<file path="src/first_match_rule_classifier_defines.svh">
// ----------------------------------------------------------------------------
// Assertion macros for the first-match rule classifier.
// Both macros expect signals named clk and arst_n in the using module.
// ----------------------------------------------------------------------------
`ifndef FIRST_MATCH_RULE_CLASSIFIER_DEFINES_SVH
`define FIRST_MATCH_RULE_CLASSIFIER_DEFINES_SVH

// The consequent must hold in the same cycle as the antecedent.
`define FMRC_ASSERT_SAME(lbl, ante, cons, msg) \
	lbl: assert property (@(posedge clk) disable iff (!arst_n) (ante) |-> (cons)) \
		else $error(msg);

// The consequent must hold in the cycle after the antecedent.
`define FMRC_ASSERT_NEXT(lbl, ante, cons, msg) \
	lbl: assert property (@(posedge clk) disable iff (!arst_n) (ante) |=> (cons)) \
		else $error(msg);

`endif

</file>
<file path="src/fmrc_pkg.sv">
// ----------------------------------------------------------------------------
// fmrc_pkg
// Constants and codes shared by the first-match rule classifier.
// ----------------------------------------------------------------------------
`default_nettype none

package fmrc_pkg;

	// Default table depth and module id width.
	localparam int MAX_RULES_DEF   = 32;
	localparam int MODULE_BITS_DEF = 8;

	// Operation selector carried on the input tuser.
	localparam logic OP_ADD   = 1'b0;
	localparam logic OP_CHECK = 1'b1;

	// Direction and verdict codes.
	localparam logic [1:0] DIR_BOTH       = 2'd2;
	localparam logic [1:0] VERDICT_ACCEPT = 2'd0;
	localparam logic [1:0] VERDICT_DROP   = 2'd1;
	localparam logic [1:0] VERDICT_LOG    = 2'd2;
	localparam logic [1:0] ACTION_BAD     = 2'd3;

	// Status codes.
	localparam logic STATUS_OK   = 1'b0;
	localparam logic STATUS_FULL = 1'b1;

	// Result word layout.
	localparam int RULE_INDEX_W = 5;
	localparam int COUNT_W      = 32;
	localparam int OUT_BITS     = 1 + 2 + 1 + RULE_INDEX_W + 4 * COUNT_W;
	localparam int OUT_TDATA_W  = ((OUT_BITS + 7) / 8) * 8;

endpackage

`default_nettype wire

</file>
<file path="src/first_match_rule_classifier.sv">
// ----------------------------------------------------------------------------
// first_match_rule_classifier
// Firewall rule table with first-match classification and verdict totals.
// ----------------------------------------------------------------------------
// Add words append a rule to the table; check words scan the rules in
// insertion order with a single rule comparator that steps through the rule
// memory at one rule per clock. An add goes from idle to the result load and
// back to idle. A check compares one rule after another up to the first
// match, then does the hit counter read-modify-write, the result load and the
// return to idle; a check with no match compares every stored rule and then
// loads the result, and on an empty table it goes straight to the result load.
// The result is loaded into the output register at the same edge at which the
// block returns to idle; if the previous result still waits there, the block
// holds until it is taken. The block takes a new word while the previous
// result still waits in the output register.
// ----------------------------------------------------------------------------
`default_nettype none

`include "first_match_rule_classifier_defines.svh"

module first_match_rule_classifier
	import fmrc_pkg::*;
#(
	parameter int MAX_RULES   = MAX_RULES_DEF,
	parameter int MODULE_BITS = MODULE_BITS_DEF,
	localparam int MOD_W      = MODULE_BITS + 1,
	localparam int IN_BITS    = 4 + 2 * MOD_W,
	localparam int IN_TDATA_W = ((IN_BITS + 7) / 8) * 8
) (
	input  wire logic                   clk,
	input  wire logic                   arst_n,
	// Input words.
	input  wire logic                   s_tvalid,
	output logic                        s_tready,
	// tdata from bit 0: direction, action, source module, destination module,
	// zero pad.
	input  wire logic [IN_TDATA_W-1:0]  s_tdata,
	// tuser: op.
	input  wire logic                   s_tuser,
	// Result words.
	output logic                        m_tvalid,
	input  wire logic                   m_tready,
	// tdata from bit 0: status, verdict, matched, rule_index, rule_hits,
	// dropped_total, logged_total, accepted_total, zero pad.
	output logic [OUT_TDATA_W-1:0]      m_tdata
);

	localparam int IDX_W   = (MAX_RULES > 1) ? $clog2(MAX_RULES) : 1;
	localparam int CNT_W   = $clog2(MAX_RULES + 1);
	localparam int RIX_W   = (IDX_W > RULE_INDEX_W) ? IDX_W : RULE_INDEX_W;

	localparam logic [1:0] S_IDLE = 2'd0;
	localparam logic [1:0] S_SCAN = 2'd1;
	localparam logic [1:0] S_HIT  = 2'd2;
	localparam logic [1:0] S_DONE = 2'd3;

	localparam logic [MOD_W-1:0] WILDCARD = '1;

	// Rule entry: dst, src, verdict, direction from the top down.
	typedef struct packed {
		logic [MOD_W-1:0] dst;
		logic [MOD_W-1:0] src;
		logic [1:0]       verdict;
		logic [1:0]       dir;
	} rule_t;

	// Rule table and hit counters.
	rule_t              rule_mem [MAX_RULES];
	logic [COUNT_W-1:0] hit_mem  [MAX_RULES];

	logic [1:0]         state_q;
	logic [CNT_W-1:0]   used_q;
	logic [IDX_W-1:0]   idx_q;
	rule_t              rule_rd_q;
	logic [COUNT_W-1:0] hit_rd_q;

	logic [1:0]         req_dir_q;
	logic [MOD_W-1:0]   req_src_q;
	logic [MOD_W-1:0]   req_dst_q;

	logic               res_check_q;
	logic               res_status_q;
	logic [1:0]         res_verdict_q;
	logic               res_matched_q;
	logic [IDX_W-1:0]   res_idx_q;
	logic [COUNT_W-1:0] res_hits_q;

	logic [COUNT_W-1:0] drop_cnt_q;
	logic [COUNT_W-1:0] log_cnt_q;
	logic [COUNT_W-1:0] accept_cnt_q;

	logic                   m_tvalid_q;
	logic [OUT_TDATA_W-1:0] m_tdata_q;

	// Unpacked input fields.
	logic [1:0]       in_dir;
	logic [1:0]       in_act;
	logic [MOD_W-1:0] in_src;
	logic [MOD_W-1:0] in_dst;
	logic             in_fire;
	logic             tbl_full;

	assign in_dir   = s_tdata[1:0];
	assign in_act   = s_tdata[3:2];
	assign in_src   = s_tdata[4 +: MOD_W];
	assign in_dst   = s_tdata[4 + MOD_W +: MOD_W];
	assign s_tready = (state_q == S_IDLE);
	assign in_fire  = s_tvalid && s_tready;
	assign tbl_full = (used_q == CNT_W'(MAX_RULES));

	// The shared rule comparator, applied to one stored rule per clock.
	logic rule_hit;
	logic scan_last;

	assign rule_hit = ((rule_rd_q.dir == DIR_BOTH) || (rule_rd_q.dir == req_dir_q)) &&
		((rule_rd_q.src == WILDCARD) || (rule_rd_q.src == req_src_q)) &&
		((rule_rd_q.dst == WILDCARD) || (rule_rd_q.dst == req_dst_q));
	assign scan_last = ((CNT_W'(idx_q) + CNT_W'(1)) == used_q);

	// Rule memory read address: rule 0 in idle, next rule while scanning on, else hold.
	logic [IDX_W-1:0] rd_addr;

	always_comb begin
		rd_addr = idx_q;
		if (state_q == S_IDLE) begin
			rd_addr = '0;
		end else if (state_q == S_SCAN && !rule_hit && !scan_last) begin
			rd_addr = idx_q + IDX_W'(1);
		end
	end

	// Table write on an add that fits.
	logic  add_we;
	rule_t add_entry;

	assign add_we            = in_fire && (s_tuser == OP_ADD) && !tbl_full;
	assign add_entry.dir     = in_dir;
	assign add_entry.verdict = (in_act == ACTION_BAD) ? VERDICT_ACCEPT : in_act;
	assign add_entry.src     = in_src;
	assign add_entry.dst     = in_dst;

	always_ff @(posedge clk) begin
		if (add_we) begin
			rule_mem[used_q[IDX_W-1:0]] <= add_entry;
		end
		rule_rd_q <= rule_mem[rd_addr];
	end

	// Hit counter memory: cleared on add, incremented on a match.
	logic               hit_we;
	logic [IDX_W-1:0]   hit_waddr;
	logic [COUNT_W-1:0] hit_wdata;
	logic [COUNT_W-1:0] hit_inc;

	assign hit_inc = hit_rd_q + COUNT_W'(1);

	always_comb begin
		hit_we    = 1'b0;
		hit_waddr = idx_q;
		hit_wdata = hit_inc;
		if (state_q == S_HIT) begin
			hit_we = 1'b1;
		end else if (add_we) begin
			hit_we    = 1'b1;
			hit_waddr = used_q[IDX_W-1:0];
			hit_wdata = '0;
		end
	end

	always_ff @(posedge clk) begin
		if (hit_we) begin
			hit_mem[hit_waddr] <= hit_wdata;
		end
		hit_rd_q <= hit_mem[idx_q];
	end

	// Totals after the pending result has been counted.
	logic               out_load;
	logic [COUNT_W-1:0] drop_nx;
	logic [COUNT_W-1:0] log_nx;
	logic [COUNT_W-1:0] accept_nx;

	assign out_load = (state_q == S_DONE) && (!m_tvalid_q || m_tready);

	always_comb begin
		drop_nx   = drop_cnt_q;
		log_nx    = log_cnt_q;
		accept_nx = accept_cnt_q;
		if (res_check_q) begin
			case (res_verdict_q)
				VERDICT_DROP: drop_nx   = drop_cnt_q + COUNT_W'(1);
				VERDICT_LOG:  log_nx    = log_cnt_q + COUNT_W'(1);
				default:      accept_nx = accept_cnt_q + COUNT_W'(1);
			endcase
		end
	end

	// Result word assembly.
	logic [RIX_W-1:0]      res_idx_ext;
	logic [OUT_BITS-1:0]   out_word;

	assign res_idx_ext = RIX_W'(res_idx_q);
	assign out_word = {accept_nx, log_nx, drop_nx, res_hits_q,
		res_idx_ext[RULE_INDEX_W-1:0], res_matched_q, res_verdict_q, res_status_q};

	// Sequencer, table fill count and totals.
	always_ff @(posedge clk or negedge arst_n) begin
		if (!arst_n) begin
			state_q      <= S_IDLE;
			used_q       <= '0;
			idx_q        <= '0;
			drop_cnt_q   <= '0;
			log_cnt_q    <= '0;
			accept_cnt_q <= '0;
			m_tvalid_q   <= 1'b0;
		end else begin
			case (state_q)
				S_IDLE: begin
					if (in_fire) begin
						idx_q <= '0;
						if (s_tuser == OP_ADD) begin
							if (!tbl_full) begin
								used_q <= used_q + CNT_W'(1);
							end
							state_q <= S_DONE;
						end else if (used_q == '0) begin
							state_q <= S_DONE;
						end else begin
							state_q <= S_SCAN;
						end
					end
				end
				S_SCAN: begin
					if (rule_hit) begin
						state_q <= S_HIT;
					end else if (scan_last) begin
						state_q <= S_DONE;
					end else begin
						idx_q <= idx_q + IDX_W'(1);
					end
				end
				S_HIT: begin
					state_q <= S_DONE;
				end
				S_DONE: begin
					if (out_load) begin
						drop_cnt_q   <= drop_nx;
						log_cnt_q    <= log_nx;
						accept_cnt_q <= accept_nx;
						state_q      <= S_IDLE;
					end
				end
				default: begin
					state_q <= S_IDLE;
				end
			endcase

			// Output register valid.
			if (out_load) begin
				m_tvalid_q <= 1'b1;
			end else if (m_tready) begin
				m_tvalid_q <= 1'b0;
			end
		end
	end

	// Request and pending result fields.
	always_ff @(posedge clk) begin
		if (in_fire) begin
			req_dir_q     <= in_dir;
			req_src_q     <= in_src;
			req_dst_q     <= in_dst;
			res_check_q   <= (s_tuser == OP_CHECK);
			res_status_q  <= (s_tuser == OP_ADD && tbl_full) ? STATUS_FULL : STATUS_OK;
			res_verdict_q <= VERDICT_ACCEPT;
			res_matched_q <= 1'b0;
			res_idx_q     <= (s_tuser == OP_ADD && !tbl_full) ? used_q[IDX_W-1:0] : '0;
			res_hits_q    <= '0;
		end else if (state_q == S_SCAN && rule_hit) begin
			res_verdict_q <= rule_rd_q.verdict;
			res_matched_q <= 1'b1;
			res_idx_q     <= idx_q;
		end else if (state_q == S_HIT) begin
			res_hits_q <= hit_inc;
		end
	end

	// Output data register.
	always_ff @(posedge clk) begin
		if (out_load) begin
			m_tdata_q <= OUT_TDATA_W'(out_word);
		end
	end

	assign m_tvalid = m_tvalid_q;
	assign m_tdata  = m_tdata_q;

	// Checks on the sequencer and the table.
	`FMRC_ASSERT_SAME(a_used_bound, 1'b1, used_q <= CNT_W'(MAX_RULES), "rule count overflow")
	`FMRC_ASSERT_SAME(a_scan_in_table, state_q == S_SCAN, CNT_W'(idx_q) < used_q,
		"scan index beyond filled table")
	`FMRC_ASSERT_NEXT(a_add_grows, add_we, used_q == $past(used_q) + CNT_W'(1),
		"add did not grow the table")
	`FMRC_ASSERT_SAME(a_hit_matched, state_q == S_HIT, res_matched_q,
		"hit update without a match")
	`FMRC_ASSERT_NEXT(a_result_out, out_load, m_tvalid, "result load lost")

endmodule

`default_nettype wire

</file>
<file path="config.mk">
export PLATFORM = sky130hd
export DESIGN_NAME = first_match_rule_classifier
export DESIGN_NICKNAME = d
export VERILOG_FILES = /design/src/fmrc_pkg.sv /design/src/first_match_rule_classifier.sv
export VERILOG_INCLUDE_DIRS = /design/src /design/src/src
export SDC_FILE = /design/constraint.sdc
export NUM_CORES = 2
export LEC_CHECK = 0
export ABC_AREA = 0
export CAP_MARGIN = 20
export CORE_ASPECT_RATIO = 0.9
export CORE_MARGIN = 3
export CORE_UTILIZATION = 40
export DETAILED_ROUTE_END_ITERATION = 12
export DONT_BUFFER_PORTS = 1
export GPL_TIMING_DRIVEN = 0
export PLACE_DENSITY = 0.6
export SLEW_MARGIN = 0
export SYNTH_ARGS = -nofsm -noshare
export SYNTH_HDL_FRONTEND = slang
export SYNTH_SLANG_ARGS = --single-unit
</file>
<file path="constraint.sdc">
create_clock -name clk -period 5.2 [get_ports clk]
set_clock_uncertainty 0.15 [all_clocks]
set_input_delay 0.52 -clock clk [delete_from_list [all_inputs] [get_ports clk]]
set_output_delay 0.52 -clock clk [all_outputs]
set_load 0.02 [all_outputs]
</file>
==> out/qor.txt <==
Pwr/cell area - 556 nW/µm²
Starting Density - 40.5%
Max Clock Freq - 198 MHz
Fin. Hold Viols - 0
Combinational fraction of design power - 30.2%
Syn Inst Count - 4541
Detailed-route DRC error count - 0
Switching Share - 33.1%
Critical path type - flop to flop
Total Routing Usage GR - 20.2%
Crit Path Max Fanout - 10
Net Sw Power - 17.5 mW
Fillers - 16422
Vias - 43732
CTS sink cnt - 2091
Share of layout cells above drive strength 1 - 20.4%
Worst Hold Class - input port to asynchronous set/reset pin
Layout area overhead - 17.7%
Post-Place Setup Slack - -805 ps
Flop pwr share - 41.9%
GR Layer Usage met1 - 29.3%
Ys flop type - edfxtp_1
CTS tree - yes
Slew Limit Fails - 0
Crit path required time - 5610 ps
Setup ws final - 160 ps
Initial antenna violation count - 14
Register area share after synthesis - 75.9%
Grt peak-use layer - met2
Clock-pin slew on the worst setup and hold paths - 60 ps
Nets - 5030
DP HPWL - 140 mm
Worst-case reg-to-reg path depth - 13
Die Span X - 480 µm
First-pass GRT wire length - 305 mm
Leak Pwr - 31.7 nW
Final wirelength - 212 mm
Top-Level Pins - 175
Finished Layout Cells - 7839
Total CTS buffers - 207
Largest net degree at the start of global routing - 111
Status - complete, no violations
Largest family of logic cells by synthesized area - multiplexers
Inst Count DP - 7331
Routing usage on met2 - 31.7%
Routability cong. - 0.886
Internal power - 35.4 mW
FF+latch count, synth - 2091
Final setup viols - 0
Avg Cell Area, Syn - 17.8 µm²
IO Port Bufs - 0
Number of global-route vias before repair - 42511
Synth Area in Compound Gates - 2.39%
Tightest Pin Transition - 1220 ps
Worst endpoint data arrival time - 5450 ps
GR Util met3 - 3.63%
Syn. warnings - 0
Core Region - 200000 µm²
Clk pwr share - 27.9%
Post-Synth Simple-Gate Area - 6.54%
Time the worst path needs with I/O delays and setup - 5040 ps
CTS max path bufs - 3
CP Capture Type - flop
RSZ-0062 raised after global routing - no
Drt wl/cell - 27.1 µm
Row cnt - 155
Adder-Cell Fraction of Synth Area - 0.232%
Worst vdd ir - 351 µV
Die Ht - 433 µm
Clock root buffer master - clkbuf_16
Cell area after synthesis - 80900 µm²
Sum Neg Setup Slack - 0 ps
Post-synth ARST share - 5.26%
Drt pass-1 iters - 6
Worst-Skew Late Latency - 870 ps
GR Overflow Total - 0
Period utilization - 96.9%
Number of synthesized flops with an enable pin - 1892
Worst hold slack - 114 ps
Rel. slew slack - 19.0%
Crit start category - flop
DR vias/cell - 5.58
H-tree Lvls - 4
Post-synthesis xor/xnor area fraction - 2.65%
Antenna-violating nets left - 0
Die area - 208000 µm²
DRT iter0 DRCs - 5506
Max cap viols - 0
Post-synthesis mux area share - 11.0%
Cell variety after synth - 70
-- per-stage QoR --
stage / power, mW / utilization [%] / cell area (µm²)
5_1_grt: 55.0 / 47.7 / 95200
4_1_cts: 52.9 / 47.5 / 94700
3_5_place_dp: 38.0 / 43.4 / 86700
3_3_place_gp: 36.9 / 42.2 / 84200
2_1_floorplan: 31.6 / - / 80900
6_report: 52.9 / 47.7 / 95200
-- what timing repair did --
action,in CTS,in global routing
endpoints found under the setup margin,2061,1440
hold endpoints to repair,859,0
pin swaps,21,6
gates resized for setup,2,7
buffers inserted,37,12
hold buffers,48,0
-- Yosys cell counts (all sizes together) (3+ instances only) --
cell        n  share of area [%]
xor2      135                1.5
a22o       23               0.25
xnor2     110                1.2
nor2      324                1.5
and2        7              0.054
edfxtp   1892                 70
o31ai       3              0.045
dfrtp     110                3.4
buf       106               0.66
nand3b      5              0.046
mux2       38               0.53
mux4      320                8.9
a221oi      4              0.051
o22ai      43               0.33
inv        21              0.097
nor2b      11              0.085
mux2i     122                1.5
ha         15               0.23
clkbuf    130               0.60
nand4      43               0.33
and4        7              0.076
dfxtp      89                2.2
a31oi       9              0.070
nor3       66               0.41
nor4       31               0.24
and3       25               0.19
o2111ai    21               0.23
a32o        3              0.037
a211oi     38               0.37
or2         6              0.046
nor3b       3              0.028
a21oi      12              0.074
o21ai      27               0.17
a221o      41               0.51
or3         3              0.023
nand3     216                1.3
nand2     454                2.1
-- critical path, stage by stage (launching register included) --
cell and delay (ps):
dfrtp_1 420, inv_1 120, ha_1 570, clkbuf_2 380
nand2_1 340, nor3b_4 450, nor2b_1 250, clkbuf_1 320
clkbuf_2 400, nand2_1 120, o31ai_1 160, nand2_1 430
nor2_4 380, buf_4 260
-- registers in the layout (all words and copies together) (netlist names), 6 cells and up --
| name | flops |
|---|---|
| hit_mem | 1024 |
| rule_mem | 704 |
| m_tdata | 137 |
| accept_cnt_q | 32 |
| drop_cnt_q | 32 |
| hit_rd_q | 32 |
| log_cnt_q | 32 |
| res_hits_q | 32 |
| rule_rd_q | 22 |
| req_dst_q | 9 |
| req_src_q | 9 |
| used_q | 6 |
-- cell type report --
type                       count  area, µm²  area share [%]
buffer                       236       1030            1.09
tap                         2669       3340            3.51
antenna                        6       15.0          0.0158
multi-input combinational   2199      18900            19.9
clock buffer                 288       5710            5.99
timing repair buffer         230       3710            3.89
clock inverter                99       1080            1.13
sequential                  2091      61300            64.4
inverter                      21       78.8          0.0828
-- power groups by stage --
stage / Sequential, mW / Clock (mW) / Combinational, mW
finish: 22.2 / 14.8 / 16.0
detailed placement: 22.6 / 0 / 15.4
global placement: 22.8 / 0 / 14.2
floorplan: 22.4 / 0 / 9.25
CTS: 22.2 / 15.0 / 15.7
global route: 22.3 / 15.7 / 17.0
-- worst paths after layout --
| path | from | slack [ps] | end |
|---|---|---|---|
| min | arst_n | 110 | drop_cnt_q[29]$_DFFE_PN0P_ |
| min reg2reg | res_idx_ext[0]$_DFFE_PP_ | 240 | m_tdata[4]$_DFFE_PP_ |
| max in group asynchronous | arst_n | 4250 | used_q[0]$_DFFE_PN0P_ |
| max | state_q[0]$_DFFE_PN0P_ | 160 | hit_mem[2][20]$_DFFE_PP_ |
| min in group clk | s_tvalid | 170 | res_idx_ext[4]$_DFFE_PP_ |
| max reg2reg | state_q[0]$_DFFE_PN0P_ | 160 | hit_mem[2][20]$_DFFE_PP_ |
-- metal layers --
layer  part of all wire [%]  wire length (µm)
met3                    8.2             17500
met1                     43             90300
met5                  0.011                23
met4                    2.7              5810
met2                     47             98800
-- kinds of logic after synthesis --
logic type / count (synthesis)
buf+inv: 257
flops: 2091
fa+ha+maj: 15
xor+xnor: 245
other cells: 1
compound gates: 247
simple gates: 1205
mux: 480
-- layout by cell type (no fill, tap or decap), types with 122 or more instances in the layout --
cell and instances:
mux4_2 320, mux2i_1 122, clkbuf_1 186, nand2_1 453, edfxtp_1 1892, clkbuf_16 208, xor2_1 135, nand3_1 215
nor2_1 229
Note: power is estimated with default switching activity, not from simulation.
